[src/hdl/qrs_pkg.sv]
// shared types and codes of the quadratic root solver
`default_nettype none
package qrs_pkg;

  localparam logic [1:0] ST_OK    = 2'd0;
  localparam logic [1:0] ST_CPLX  = 2'd1;
  localparam logic [1:0] ST_NOSOL = 2'd2;

  typedef enum logic [1:0] {
    K_ROOTS,
    K_CPLX,
    K_ZERO,
    K_NOSOL
  } kind_t;

  typedef struct packed {
    kind_t kind;
    logic  lin;
    logic  neg_m;
    logic  neg_p;
  } ctl_t;

endpackage
`default_nettype wire

[src/hdl/qrs_div_cell.sv]
// one quotient bit of the twin restoring divider chain
`default_nettype none
module qrs_div_cell #(
  parameter int DW = 32,
  parameter int XW = 50
) (
  input  wire logic          clk,
  input  wire logic          rst_n,
  input  wire logic          en,
  input  wire logic          v_in,
  input  wire qrs_pkg::ctl_t ctl_in,
  input  wire logic [DW:0]   den_in,
  input  wire logic [XW-1:0] xm_in,
  input  wire logic [XW-1:0] xp_in,
  input  wire logic [DW:0]   remm_in,
  input  wire logic [DW:0]   remp_in,
  input  wire logic [XW-1:0] qm_in,
  input  wire logic [XW-1:0] qp_in,
  output logic               v_out,
  output qrs_pkg::ctl_t      ctl_out,
  output logic [DW:0]        den_out,
  output logic [XW-1:0]      xm_out,
  output logic [XW-1:0]      xp_out,
  output logic [DW:0]        remm_out,
  output logic [DW:0]        remp_out,
  output logic [XW-1:0]      qm_out,
  output logic [XW-1:0]      qp_out
);
  import qrs_pkg::*;

  logic [DW+1:0] shm, shp, dd;
  logic          tm, tp;
  logic [DW+1:0] rm_nxt, rp_nxt;
  logic          v_r;
  ctl_t          ctl_r;
  logic [DW:0]   den_r, remm_r, remp_r;
  logic [XW-1:0] xm_r, xp_r, qm_r, qp_r;

  always_comb begin
    dd  = {1'b0, den_in};
    shm = {remm_in, xm_in[XW-1]};
    shp = {remp_in, xp_in[XW-1]};
    tm  = (shm >= dd);
    tp  = (shp >= dd);
    rm_nxt = tm ? (shm - dd) : shm;
    rp_nxt = tp ? (shp - dd) : shp;
  end

  always_ff @(posedge clk) begin
    if (!rst_n) begin
      v_r <= 1'b0;
    end else if (en) begin
      v_r <= v_in;
    end
    if (en) begin
      ctl_r  <= ctl_in;
      den_r  <= den_in;
      xm_r   <= {xm_in[XW-2:0], 1'b0};
      xp_r   <= {xp_in[XW-2:0], 1'b0};
      remm_r <= rm_nxt[DW:0];
      remp_r <= rp_nxt[DW:0];
      qm_r   <= {qm_in[XW-2:0], tm};
      qp_r   <= {qp_in[XW-2:0], tp};
    end
  end

  assign v_out    = v_r;
  assign ctl_out  = ctl_r;
  assign den_out  = den_r;
  assign xm_out   = xm_r;
  assign xp_out   = xp_r;
  assign remm_out = remm_r;
  assign remp_out = remp_r;
  assign qm_out   = qm_r;
  assign qp_out   = qp_r;
endmodule
`default_nettype wire

[config.mk]
export PLATFORM = sky130hd
export DESIGN_NAME = qrs_div_cell
export DESIGN_NICKNAME = d
export VERILOG_FILES = /design/src/hdl/qrs_pkg.sv /design/src/hdl/qrs_div_cell.sv
export SDC_FILE = /design/constraint.sdc
export NUM_CORES = 1
export LEC_CHECK = 0
export ABC_AREA = 1
export BUFFER_PORTS_ARGS = -buffer_cell sky130_fd_sc_hd__buf_4
export CAP_MARGIN = 20
export CELL_PAD_IN_SITES_DETAIL_PLACEMENT = 1
export CELL_PAD_IN_SITES_GLOBAL_PLACEMENT = 2
export CORE_AREA = 2 2 235 237
export DETAILED_ROUTE_END_ITERATION = 7
export DIE_AREA = 0 0 237 239
export PLACE_DENSITY = 0.85
export RECOVER_POWER = 25
export SLEW_MARGIN = 10
export SYNTH_ARGS = -nofsm -noshare
export SYNTH_HDL_FRONTEND = slang
export SYNTH_SLANG_ARGS = --single-unit
[constraint.sdc]
create_clock -name clk -period 2.68 [get_ports clk]
set_input_delay 0.268 -clock clk [delete_from_list [all_inputs] [get_ports clk]]
set_output_delay 0.268 -clock clk [all_outputs]
set_load 0.05 [all_outputs]
==> results.py <==
metrics = {
    "run_status": {
        "status": "complete, but fails checks",
        "violations": "max-capacitance violations, max-slew violations",
    },
    "setup_path": {
        "cp_cell_sequence": "clkbuf_1, inv_1, ha_1, nand2_1, nand2_1, nand2_1, nand3_1, a21oi_1, nand2_2, nor2_4, nand2_8, nand2_1, o21ai_0",
        "arrival_ns": 2.67,
        "slowest_stage": "nor2_4",
        "cp_common_cell": "nand2_1",
        "required_ns": 2.96,
        "crit_type": "primary input to register",
        "cpPeakStageDelay_ns": 0.50,
        "endpoint_kind": "register",
        "cp_max_fo": 35,
        "start_kind": "primary input",
    },
    "synth": {
        "synth_area_sq_mm": 0.01566,
        "synth_area_leaders": "edfxtp_1, nand2_1, inv_1",
        "synth_cell_type_count": 33,
        "synth.top_cell.area_share_pct": 57.91,
        "syn_inst": 1649,
        "synth_warnings": 0,
        "synth_seq_cells": 303,
        "syn_avg_cell_area_sq_um": 9.497,
        "netlist.top_cell.by_area": "edfxtp_1",
        "ys_seq_area_share_pct": 58.03,
    },
    "die": {
        "floorplan.die.height_um": 239,
        "dieArea_sq_mm": 0.05664,
        "ioPinCount": 613,
        "start_util_pct": 28.82,
        "coreArea_sq_mm": 0.05434,
        "die_x_um": 237,
        "num_rows": 86,
    },
    "cells_and_area": {
        "final_util_pct": 45.43,
        "syn2layout_area_growth_pct": 57.63,
        "multiInputGateArea_sq_mm": 0.005309,
        "seq_area_sq_mm": 0.009089,
        "final_cell_area_sq_mm": 0.02469,
        "final_common_cell": "nand2_1",
        "fin_nets": 2933,
        "fillers": 6236,
        "final_cells": 3285,
        "drive_gt1_share_pct": 28.58,
        "layout_common_cells": "nand2_1, buf_4, edfxtp_1",
    },
    "sta": {
        "setup_viol": 0,
        "hold_viol": 0,
        "rsz0062_at_grt": "no",
        "period_needed_ns": 2.383,
        "layout_setup_ws_ns": 0.2974,
        "holdWs_ns": 0.03225,
        "fin_skew_ns": 0,
        "slew_headroom_pct": -19.55,
        "tightest_slew_ns": 1.793,
        "fmax_mhz": 419.7,
        "period_share_pct": 88.90,
        "setup_tns_ns": 0,
        "drv_slew": 50,
    },
    "detailed_routing": {
        "wl_per_cell_um": 21.87,
        "drt-total-wl_um": 71830,
        "first_iter_violations": 534,
        "dr.pass1.iters": 5,
        "drc": 0,
        "antenna_left": 0,
        "via_per_inst": 4.607,
        "vias": 15130,
    },
    "clocking": {
        "cts_buffer_depth": 3,
        "postCtsHoldBufs": 236,
        "clockRootBuffer": "clkbuf_16",
        "path_clk_slew_ns": 0.07,
        "cts_max_level": 2,
        "tritoncts": "built",
        "clock-sinks": 303,
        "numCtsBuffers": 35,
        "postCtsSetupBuffers": 0,
        "post_cts_resize_count": 0,
        "worstSkewPairLatency_ns": 0.54,
    },
    "flow_run": {
        "drv_cap": 1,
    },
    "global_route": {
        "track_usage_pct": 24.77,
        "grt_max_degree": 62,
        "grt_pass1_wl_um": 104400,
        "overflow": 0,
        "antenna_found_initial": 4,
        "grt_pass1_vias": 16560,
    },
    "placement": {
        "place_congestion": 0.8828,
        "dpl.hpwl_um": 53050,
        "pre_cts_ws_ns": -0.1816,
        "placed_cells": 2988,
        "io_buffers": 608,
        "placed_area_sq_mm": 0.02137,
    },
    "pwr": {
        "finalPower_mw": 15.45,
        "power_density_mw_per_mm2": 626.0,
        "p_leak_nw": 11.89,
        "ir_drop_uv": 444.6,
    },
    "worst_hold_path": {
        "min_path_type": "primary input to register",
    },
}
==> final timing paths <==
kind,start,to,slack (ns),depth (start not counted)
setup / recovery,den_in[27],remm_out[0],0.30,13
hold reg to reg,v_out,v_out,1.19,3
setup reg to reg,v_out,v_out,1.31,3
hold / removal,remm_in[27],remm_out[28],0.03,3
==> routing by layer <==
metal / vias up / routed length (um) / GRT usage [%]
met1: 7369 / 27760 / 27.78
met4: 4 / 2943 / 9.916
met5: - / 27 / 0
li1: 7123 / - / -
met3: 143 / 3498 / 4.550
met2: 495 / 37600 / 46.19
==> flip-flops by register name, indices dropped and copies added, names as in the netlist <==
signal and cells:
qm_out 50, xp_out 49, remm_out 33, xm_out 49, remp_out 33, ctl_out 5
qp_out 50, den_out 33, v_out 1
==> synthesized netlist by cell type, drive strengths merged <==
cell type / number
nand4: 7
xor2: 26
a21oi: 43
inv: 294
and2: 10
dfxtp: 1
conb: 1
ha: 66
nand3b: 17
a21o: 4
nor2: 82
nor3: 22
nand3: 145
and3: 2
xnor2: 2
or2: 4
o21ai: 3
nand2: 596
buf: 20
fa: 2
edfxtp: 302
==> critical path, delay by kind of cell <==
kind,cells,cell delay (ns)
compound gates,2,0.32
buf+inv,2,0.21
simple gates,8,1.49
fa+ha+maj,1,0.35
==> power by group <==
group	internal (mW)	leakage (nW)	switching, mW
registers	5.76	2.96	0.185
clock network	2.60	0.514	2.11
logic	1.57	8.42	3.23
total	9.93	11.9	5.52
==> area by class of cell <==
cell class,instances,share of cell area (%)
sequential,303,36.82
timing repair buffer,890,29.27
multi-input combinational,1033,21.51
inverter,294,4.470
clock buffer,39,3.609
tap,704,3.568
clock inverter,20,0.7451
antenna,2,0.02027
==> cell families (layout without fill, tap and decap cells) <==
family / Yosys count / in the layout / synth area share, %
compound gates: 50 / 50 / 1.662
simple gates: 885 / 885 / 25.09
other cells: 1 / 4 / 0.02394
fa+ha+maj: 68 / 68 / 5.528
flops: 303 / 303 / 58.03
buf+inv: 314 / 1243 / 8.093
xor+xnor: 28 / 28 / 1.566
No activity file was read; power rests on OpenSTA's default activity.
