--- src/hdl/qrs_pkg.sv ---
// shared types and codes of the quadratic root solver
`default_nettype none
package qrs_pkg;

  localparam logic [1:0] ST_OK    = 2'd0;
  localparam logic [1:0] ST_CPLX  = 2'd1;
  localparam logic [1:0] ST_NOSOL = 2'd2;

  typedef enum logic [1:0] {
    K_ROOTS,
    K_CPLX,
    K_ZERO,
    K_NOSOL
  } kind_t;

  typedef struct packed {
    kind_t kind;
    logic  lin;
    logic  neg_m;
    logic  neg_p;
  } ctl_t;

endpackage
`default_nettype wire

--- src/hdl/qrs_sqrt_cell.sv ---
// one digit step of the integer square root chain
`default_nettype none
module qrs_sqrt_cell #(
  parameter int DW   = 32,
  parameter int RW   = 33,
  parameter int STEP = 0
) (
  input  wire logic            clk,
  input  wire logic            rst_n,
  input  wire logic            en,
  input  wire logic            v_in,
  input  wire qrs_pkg::ctl_t   ctl_in,
  input  wire logic [2*RW-1:0] d_in,
  input  wire logic [RW:0]     rem_in,
  input  wire logic [RW-1:0]   root_in,
  input  wire logic [DW-1:0]   a_in,
  input  wire logic [DW-1:0]   b_in,
  input  wire logic [DW-1:0]   c_in,
  output logic                 v_out,
  output qrs_pkg::ctl_t        ctl_out,
  output logic [2*RW-1:0]      d_out,
  output logic [RW:0]          rem_out,
  output logic [RW-1:0]        root_out,
  output logic [DW-1:0]        a_out,
  output logic [DW-1:0]        b_out,
  output logic [DW-1:0]        c_out
);
  import qrs_pkg::*;

  logic [RW+2:0] sh;
  logic [RW+2:0] trial;
  logic          take;
  logic          v_r;
  ctl_t          ctl_r;
  logic [2*RW-1:0] d_r;
  logic [RW:0]   rem_r;
  logic [RW+2:0] rem_nxt;
  logic [RW-1:0] root_r, root_nxt;
  logic [DW-1:0] a_r, b_r, c_r;

  always_comb begin
    sh    = {rem_in, d_in[2*RW-1-2*STEP -: 2]};
    trial = {1'b0, root_in, 2'b01};
    take  = (sh >= trial);
    rem_nxt  = take ? (sh - trial) : sh;
    root_nxt = {root_in[RW-2:0], take};
  end

  always_ff @(posedge clk) begin
    if (!rst_n) begin
      v_r <= 1'b0;
    end else if (en) begin
      v_r <= v_in;
    end
    if (en) begin
      ctl_r  <= ctl_in;
      d_r    <= d_in;
      rem_r  <= rem_nxt[RW:0];
      root_r <= root_nxt;
      a_r    <= a_in;
      b_r    <= b_in;
      c_r    <= c_in;
    end
  end

  assign v_out    = v_r;
  assign ctl_out  = ctl_r;
  assign d_out    = d_r;
  assign rem_out  = rem_r;
  assign root_out = root_r;
  assign a_out    = a_r;
  assign b_out    = b_r;
  assign c_out    = c_r;
endmodule
`default_nettype wire

--- config.mk ---
export PLATFORM = sky130hd
export DESIGN_NAME = qrs_sqrt_cell
export DESIGN_NICKNAME = d
export VERILOG_FILES = /design/src/hdl/qrs_pkg.sv /design/src/hdl/qrs_sqrt_cell.sv
export SDC_FILE = /design/constraint.sdc
export NUM_CORES = 1
export LEC_CHECK = 0
export BUFFER_PORTS_ARGS = -buffer_cell sky130_fd_sc_hd__buf_2
export CORE_AREA = 2 2 184 186
export DETAILED_ROUTE_END_ITERATION = 7
export DIE_AREA = 0 0 186 188
export SLEW_MARGIN = 25
export SYNTH_ARGS = -nofsm -noshare
export SYNTH_HDL_FRONTEND = slang
export SYNTH_SLANG_ARGS = --single-unit
--- constraint.sdc ---
create_clock -name clk -period 4.1 [get_ports clk]
set_clock_uncertainty 0.05 [all_clocks]
set_input_delay 1.23 -clock clk [delete_from_list [all_inputs] [get_ports clk]]
set_output_delay 1.23 -clock clk [all_outputs]
set_load 0.01 [all_outputs]
==> results of run 1 <==
layout by cell type, fill, tap and decap left out, types with 14 or more instances in the layout:
| master | n |
|---|---|
| o21ai_0 | 43 |
| edfxtp_1 | 234 |
| a21oi_1 | 40 |
| clkbuf_16 | 27 |
| nor2_1 | 23 |
| ha_1 | 35 |
| inv_1 | 45 |
| buf_2 | 471 |
| buf_4 | 17 |
| nand2_1 | 47 |
| xor2_1 | 14 |
final cells by class:
type	instances	area, um2
well taps	448	561
repair buffers	491	2540
multi-input cells	316	2100
flip-flops and latches	235	7050
clock inverters	16	186
inverters	46	173
clock buffers	32	694
fillers	3171	19800
diodes	2	5.00
critical path: stages:
cell	delay (ns)
buf_2	0.09
inv_1	0.04
ha_1	0.34
a211oi_1	0.37
o21ai_0	0.19
o211ai_2	0.33
o211ai_1	0.25
nand2_1	0.11
nand2_1	0.15
or4_1	0.45
a41oi_1	0.24
routing by layer:
metal / global-route usage / share of wire / up-vias
met5: 0 / 0 / -
met4: 0.0397 / 0.019 / 0
met3: 0.0367 / 0.084 / 41
met2: 0.282 / 0.53 / 287
met1: 0.164 / 0.37 / 3322
li1: - / - / 3332
stage by stage:
stage	util	cells	instance area, um2	power [W]
6_report	0.402	1586	13300	0.00628
2_1_floorplan	-	610	9370	0.00343
3_5_place_dp	0.375	1536	12400	0.00395
4_1_cts	0.402	1584	13300	0.00637
5_1_grt	0.402	1586	13300	0.00655
3_3_place_gp	0.375	1536	12400	0.00394
registers in the layout, indices dropped and copies added (netlist names):
| name | count |
|---|---|
| rem_out | 34 |
| v_out | 1 |
| root_out | 33 |
| a_out | 32 |
| d_out | 66 |
| ctl_out | 5 |
| b_out | 32 |
| c_out | 32 |
how the worst min path moves through the flow:
stage                             from  cells past startpoint                 end  slack [ns]
finish              v_out$_SDFFE_PN0P_                      2  v_out$_SDFFE_PN0P_        0.49
global route        v_out$_SDFFE_PN0P_                      2  v_out$_SDFFE_PN0P_        0.51
CTS                 v_out$_SDFFE_PN0P_                      2  v_out$_SDFFE_PN0P_        0.49
detailed placement  v_out$_SDFFE_PN0P_                      2  v_out$_SDFFE_PN0P_        0.48
global placement    v_out$_SDFFE_PN0P_                      2  v_out$_SDFFE_PN0P_        0.45
floorplan           v_out$_SDFFE_PN0P_                      2  v_out$_SDFFE_PN0P_        0.49
power by group through the flow:
| stage | logic, W | registers (W) | clock network (W) |
|---|---|---|---|
| finish | 0.000937 | 0.00295 | 0.00239 |
| CTS | 0.000951 | 0.00295 | 0.00247 |
| global placement | 0.000939 | 0.00300 | 0 |
| global route | 0.00103 | 0.00297 | 0.00255 |
| detailed placement | 0.000950 | 0.00300 | 0 |
| floorplan | 0.000304 | 0.00313 | 0 |
cells by family after synthesis:
| kind of cell | count (synthesis) | share of synthesized area |
|---|---|---|
| AO/OA/AOI/OAI | 135 | 0.0885 |
| XOR/XNOR | 26 | 0.0243 |
| adder cells (fa/ha/maj) | 35 | 0.0467 |
| buffers and inverters | 59 | 0.0246 |
| flip-flops | 235 | 0.752 |
| multiplexers | 4 | 0.00547 |
| AND/OR/NAND/NOR | 116 | 0.0586 |
==> impl_metrics.tcl, run 1 <==
set metrics [dict create \
    status "finished clean" \
    r2r_setup_slack_ns 3.45 \
    ios 473 \
    clockBufferDepth 3 \
    grt_usage 0.149 \
    yosys.area.top_type "edfxtp_1" \
    cp.required_ns 4.41 \
    fin_ws_ns 0.615 \
    worst_pin_slew_ns 0.626 \
    synth_seq_cells 235 \
    drv_slew 0 \
    p_int_w 0.00474 \
    yosysMostFrequentCell "edfxtp_1" \
    syn_area_mm2 0.00937 \
    synth_cells 610 \
    clkLatencyLatePin_ns 0.52 \
    synth_edf_count 234 \
    synth_top_area_frac 0.750 \
    yosysSeqAreaShare 0.752 \
    area_growth_pct 41.9 \
    row_count 67 \
    ys.flop_type "edfxtp_1" \
    peakVddDrop_mv 0.290 \
    clock.fmax_ghz 0.287 \
    switching_share 0.245 \
    max-slew-margin-rel 0.583 \
    gp_congestion 0.799 \
    grt_pass1_vias 7039 \
    startpoint "root_in[3]" \
    synth_nets 883 \
    drc 0 \
    clkPwrFrac 0.381 \
    nets 1389 \
    r2r-end "v_out$_SDFFE_PN0P_" \
    hold_violations 0 \
    io_buffer_count 472 \
    first_pass_iters 5 \
    synth-async-reset-ratio 0 \
    seqPwrFrac 0.470 \
    dieHeight_um 188 \
    ant_nets 0 \
    yosys-top-cells-count "edfxtp_1, nand2_1, inv_1" \
    overflow 0 \
    period_needed_ns 3.49 \
    tns_ns 0 \
    root_buffer "clkbuf_16" \
    cts_tree "built" \
    whs_ns 0.486 \
    drive_above_1_share 0.472 \
    crit_arrival_ns 3.79 \
    die_x_um 186 \
    rr_startpoint "v_out$_SDFFE_PN0P_" \
    critPathCaptureType "flop" \
    coreArea_mm2 0.0331 \
    cts.sinks 235 \
    grt_max_degree 90 \
    cts_resized 0 \
    clkTransAtPathRegs_ns 0.06 \
    vias 6982 \
    path_max_fanout 6 \
    cts_buffers 26 \
    p_per_area_mw_per_mm2 472 \
    synth_cell_types 53 \
    post_cts_buffers 0 \
    start_util 0.283 \
    cts-hold-fix-buffers 0 \
    crit_end "rem_out[25]$_DFFE_PP_" \
    htree_num_levels 1 \
    grt_pass1_wl_um 40000 \
    via_per_inst 4.40 \
    drt-initial-drc-count 451 \
    finalSetupViolations 0 \
    synth.avg_cell_area_um2 15.4 \
    antenna_found_initial 2 \
    dieArea_mm2 0.0350 \
    p_comb_frac 0.149 \
    hp-class "flop to flop" \
    dpl.hpwl_um 21800 \
    switchingPower_w 0.00154 \
    fin_crit_sh 0.850 \
    pre_cts_ws_ns 0.0896 \
    power.leakage_nw 5.78 \
    post_drt_wl_per_cell_um 17.5 \
    rsz0062_at_grt "no" \
    cap_violations 0 \
    worstRegToRegCells 2 \
    drt_wl_total_um 27800 \
    ys_warn_count 0 \
    criticalPathCategory "primary input to flop" \
    synthTopCellsByArea "edfxtp_1, ha_1, o21ai_0, a21oi_1, nand2_1" \
    worst_setup_path_start_kind "primary input" \
]
No activity file was read; power rests on OpenSTA's default activity.
==> run 2: changes to the inputs <==
CORE_AREA = 2 2 182 184   (was 2 2 184 186)
CTS_BUF_LIST = sky130_fd_sc_hd__clkbuf_2 sky130_fd_sc_hd__clkbuf_4 sky130_fd_sc_hd__clkbuf_8   (was not set)
DIE_AREA = 0 0 184 186   (was 0 0 186 188)
RECOVER_POWER = 25   (was not set)
==> impl_metrics.tcl, run 2 (same netlist as run 1, synthesis figures left out) <==
set metrics [dict create \
    cp.required_ns 4.40 \
    r2r-end "v_out$_SDFFE_PN0P_" \
    ios 473 \
    ant_nets 0 \
    drv_slew 0 \
    hp-class "flop to flop" \
    antenna_found_initial 7 \
    post_cts_buffers 0 \
    overflow 0 \
    layout_common_cells "buf_2, edfxtp_1, nand2_1" \
    max-slew-margin-rel 0.546 \
    clkTransAtPathRegs_ns 0.06 \
    tns_ns 0 \
    drc 0 \
    cap_violations 0 \
    start_util 0.291 \
    finalSetupViolations 0 \
    path_cells "clkbuf_1 > inv_1 > ha_1 > a2111oi_0 > o21ai_0 > o211ai_2 > o211ai_1 > nand2_1 > nand2_1 > or4_1 > a41oi_1" \
    critPathCaptureType "flop" \
    vias 6988 \
    worst_pin_slew_ns 0.681 \
    gp_congestion 0.822 \
    cts_tree "built" \
    cts_buffers 42 \
    peakVddDrop_mv 0.302 \
    root_buffer "clkbuf_8" \
    coreArea_mm2 0.0322 \
    dieHeight_um 186 \
    area_growth_pct 40.4 \
    hold_violations 0 \
    cts.sinks 235 \
    period_needed_ns 3.44 \
    power.leakage_nw 5.74 \
    cts-hold-fix-buffers 0 \
    via_per_inst 4.47 \
    fin_area_mm2 0.0132 \
    holdPathStages 2 \
    post_drt_wl_per_cell_um 18.3 \
    crit_end "rem_out[27]$_DFFE_PP_" \
    fillers 3088 \
    htree_num_levels 2 \
    worstRegToRegCells 2 \
    nets 1402 \
    clock.fmax_ghz 0.291 \
    rr_startpoint "v_out$_SDFFE_PN0P_" \
    grt_max_degree 78 \
    cts_resized 0 \
    postPlaceCellArea_mm2 0.0124 \
    dpl.hpwl_um 22000 \
    startpoint "root_in[8]" \
    worst_setup_path_start_kind "primary input" \
    io_buffer_count 472 \
    clockBufferDepth 3 \
    drive_above_1_share 0.476 \
    crit_arrival_ns 3.74 \
    grt_pass1_wl_um 40000 \
    criticalPathCategory "primary input to flop" \
    largest_reg_flops 66 \
    crit_path_frequent_cell "nand2_1" \
    r2r_setup_slack_ns 3.45 \
    die_x_um 184 \
    final_common_cell "buf_2" \
    max_stage_delay_ns 0.43 \
    fin_crit_sh 0.839 \
    drt_wl_total_um 28600 \
    rsz0062_at_grt "no" \
    first_pass_iters 4 \
    grt_usage 0.154 \
    path_max_fanout 6 \
    clkLatencyLatePin_ns 0.53 \
    status "finished clean" \
    whs_ns 0.486 \
    grt_pass1_vias 6822 \
    cp_slowest_cell "or4_1" \
    row_count 66 \
    p_per_area_mw_per_mm2 462 \
    dieArea_mm2 0.0342 \
    drt-initial-drc-count 359 \
]
==> run 2: power by group <==
group          internal (W)  switching [W]  total (W)  leakage [nW]
logic              0.000385       0.000544   0.000929          3.01
registers           0.00290      0.0000540    0.00295          2.30
clock network       0.00122       0.000969    0.00219         0.428
total               0.00451        0.00157    0.00608          5.74
==> run 2: how the worst min path moves through the flow <==
stage	start	end	slack [ns]
after detailed placement	v_out$_SDFFE_PN0P_	v_out$_SDFFE_PN0P_	0.48
after global placement	v_out$_SDFFE_PN0P_	v_out$_SDFFE_PN0P_	0.44
final	v_out$_SDFFE_PN0P_	v_out$_SDFFE_PN0P_	0.49
after global routing	v_out$_SDFFE_PN0P_	v_out$_SDFFE_PN0P_	0.51
after floorplan	v_out$_SDFFE_PN0P_	v_out$_SDFFE_PN0P_	0.49
after CTS	v_out$_SDFFE_PN0P_	v_out$_SDFFE_PN0P_	0.49
==> run 2: through the flow <==
stage | setup slack (ns) | std cells | utilization | power [W]
2_1_floorplan | 0.467 | 610 | - | 0.00343
3_3_place_gp | 0.199 | 1493 | 0.384 | 0.00393
3_5_place_dp | 0.166 | 1493 | 0.384 | 0.00394
4_1_cts | 0.705 | 1563 | 0.409 | 0.00617
5_1_grt | 0.517 | 1564 | 0.409 | 0.00637
6_report | 0.660 | 1565 | 0.409 | 0.00608
==> run 2: cell type report <==
cell class | instances | area, um2 | area share
repair buffers | 488 | 2520 | 0.191
well taps | 408 | 510 | 0.0388
clock inverters | 13 | 118 | 0.00894
multi-input cells | 316 | 2100 | 0.159
inverters | 46 | 173 | 0.0131
flip-flops and latches | 235 | 7050 | 0.535
diodes | 2 | 5.00 | 0.000380
clock buffers | 57 | 697 | 0.0530
==> run 2: critical path: cells and delay by family <==
family | cells | cell delay, ns
and+or+nand+nor | 3 | 0.66
AOI/OAI and AO/OA | 5 | 1.35
buffers and inverters | 2 | 0.15
adders and majority gates | 1 | 0.36
==> run 2: layer usage <==
layer	track usage	vias to the layer above	share of wire
met5	0	-	0.0021
met1	0.163	3288	0.36
li1	-	3349	-
met3	0.0575	54	0.092
met2	0.285	287	0.52
met4	0.0461	10	0.021
==> run 3: changes to the inputs <==
clock period = 3.45 ns   (was 4.1 ns; I/O delays follow)
==> impl_metrics.tcl, run 3 (same netlist as run 1, synthesis figures left out) <==
set metrics [dict create \
    grt_pass1_vias 7302 \
    postPlaceCellArea_mm2 0.0128 \
    fin_area_mm2 0.0136 \
    cp.required_ns 3.75 \
    tns_ns 0 \
    hp-class "flop to flop" \
    p_per_area_mw_per_mm2 529 \
    dpl.cell_count 1554 \
    drc 0 \
    overflow 0 \
    top_layer "met5" \
    nets 1463 \
    met1_length_um 10500 \
    coreArea_mm2 0.0322 \
    max-slew-margin-rel 0.639 \
    worst_pin_slew_ns 0.541 \
    clkTransAtPathRegs_ns 0.06 \
    via_per_inst 4.45 \
    cts.sinks 235 \
    drt_wl_total_um 28800 \
    final_common_cell "buf_2" \
    max_stage_delay_ns 0.42 \
    finalSetupViolations 0 \
    path_max_fanout 4 \
    cts-hold-fix-buffers 0 \
    cts_buffers 42 \
    gp_congestion 0.881 \
    post_drt_wl_per_cell_um 17.7 \
    clockBufferDepth 3 \
    cp_slowest_cell "or4_1" \
    dieHeight_um 186 \
    dr_wl_met2_um 15200 \
    first_pass_iters 4 \
    whs_ns 0.484 \
    rsz0062_at_grt "no" \
    antenna_found_initial 7 \
    dieArea_mm2 0.0342 \
    layoutNonFillerInstCount 1630 \
    power.leakage_nw 6.02 \
    criticalPathCategory "primary input to flop" \
    start_util 0.291 \
    critPathCaptureType "flop" \
    vias 7250 \
    cts_tree "built" \
    ant_nets 0 \
    status "finished clean" \
    root_buffer "clkbuf_8" \
    layout_common_cells "buf_2, edfxtp_1, buf_4" \
    clkLatencyLatePin_ns 0.53 \
    drive_above_1_share 0.498 \
    fin_crit_sh 0.913 \
    area_growth_pct 45.0 \
    row_count 66 \
    die_x_um 184 \
    crit_arrival_ns 3.45 \
    hold_violations 0 \
    htree_num_levels 2 \
    grt_max_degree 62 \
    cap_violations 0 \
    dpl.hpwl_um 22400 \
    wl_met3_um 2520 \
    io_buffer_count 472 \
    drt-initial-drc-count 304 \
    post_cts_buffers 0 \
    worst_setup_path_start_kind "primary input" \
    ios 473 \
    cts_resized 0 \
    grt_pass1_wl_um 40500 \
    grt_usage 0.156 \
    peakVddDrop_mv 0.256 \
    clock.fmax_ghz 0.317 \
    largest_reg_flops 66 \
    period_needed_ns 3.15 \
    path_cells "clkbuf_1 > inv_1 > ha_1 > a2111oi_0 > o21ai_0 > o211ai_2 > o211ai_1 > nand2_1 > nand2_1 > or4_1 > a41oi_1" \
    drv_slew 0 \
    crit_path_frequent_cell "nand2_1" \
]
==> run 3: cell types whose count changed in the layout (fill, tap and decap cells not counted) <==
cell,previous run,this run
buf_4,13,74
bufinv_16,2,1
clkinv_1,6,12
clkinv_2,2,6
clkinvlp_4,1,0
buf_2,460,459
clkbuf_1,11,12
diode_2,2,3
clkbuf_4,14,9
==> run 3: per-layer routing <==
| layer | vias up | global-route usage |
|---|---|---|
| met5 | - | 0 |
| met4 | 8 | 0.0528 |
| met3 | 54 | 0.0522 |
| met2 | 309 | 0.288 |
| met1 | 3397 | 0.166 |
| li1 | 3482 | - |
==> run 3: through the flow <==
step	util	power [W]	setup slack (ns)
after floorplan	-	0.00408	0.0116
after global placement	0.398	0.00477	-0.140
after detailed placement	0.398	0.00478	-0.192
after CTS	0.422	0.00731	0.326
after global routing	0.422	0.00752	0.0728
final	0.422	0.00718	0.299
==> run 3: path summary, 6_finish.rpt <==
path / start / to / slack (ns) / cells after the start
max: root_in[8] / rem_out[27]$_DFFE_PP_ / 0.30 / 11
min: v_out$_SDFFE_PN0P_ / v_out$_SDFFE_PN0P_ / 0.48 / 2
max reg2reg: v_out$_SDFFE_PN0P_ / v_out$_SDFFE_PN0P_ / 2.81 / 2
min reg2reg: v_out$_SDFFE_PN0P_ / v_out$_SDFFE_PN0P_ / 0.48 / 2
==> run 3: worst max-delay path: cells and delay by family <==
family                     cells  cell delay [ns]
adders and majority gates      1             0.28
buffers and inverters          2             0.18
AOI/OAI and AO/OA              5             1.34
and+or+nand+nor                3             0.61
==> run 3: layout make-up <==
class / instances / area [um2]
antenna: 3 / 7.51
clock buffer: 52 / 659
clock inverter: 21 / 123
fill: 3109 / 18600
inverter: 46 / 173
multi-input combinational: 316 / 2100
sequential: 235 / 7050
tap: 408 / 510
timing repair buffer: 549 / 2970
==> run 3: power breakdown <==
group | total, W | internal, W | switching [W]
registers | 0.00351 | 0.00345 | 0.0000632
clock network | 0.00247 | 0.00133 | 0.00114
logic | 0.00120 | 0.000531 | 0.000669
total | 0.00718 | 0.00531 | 0.00187
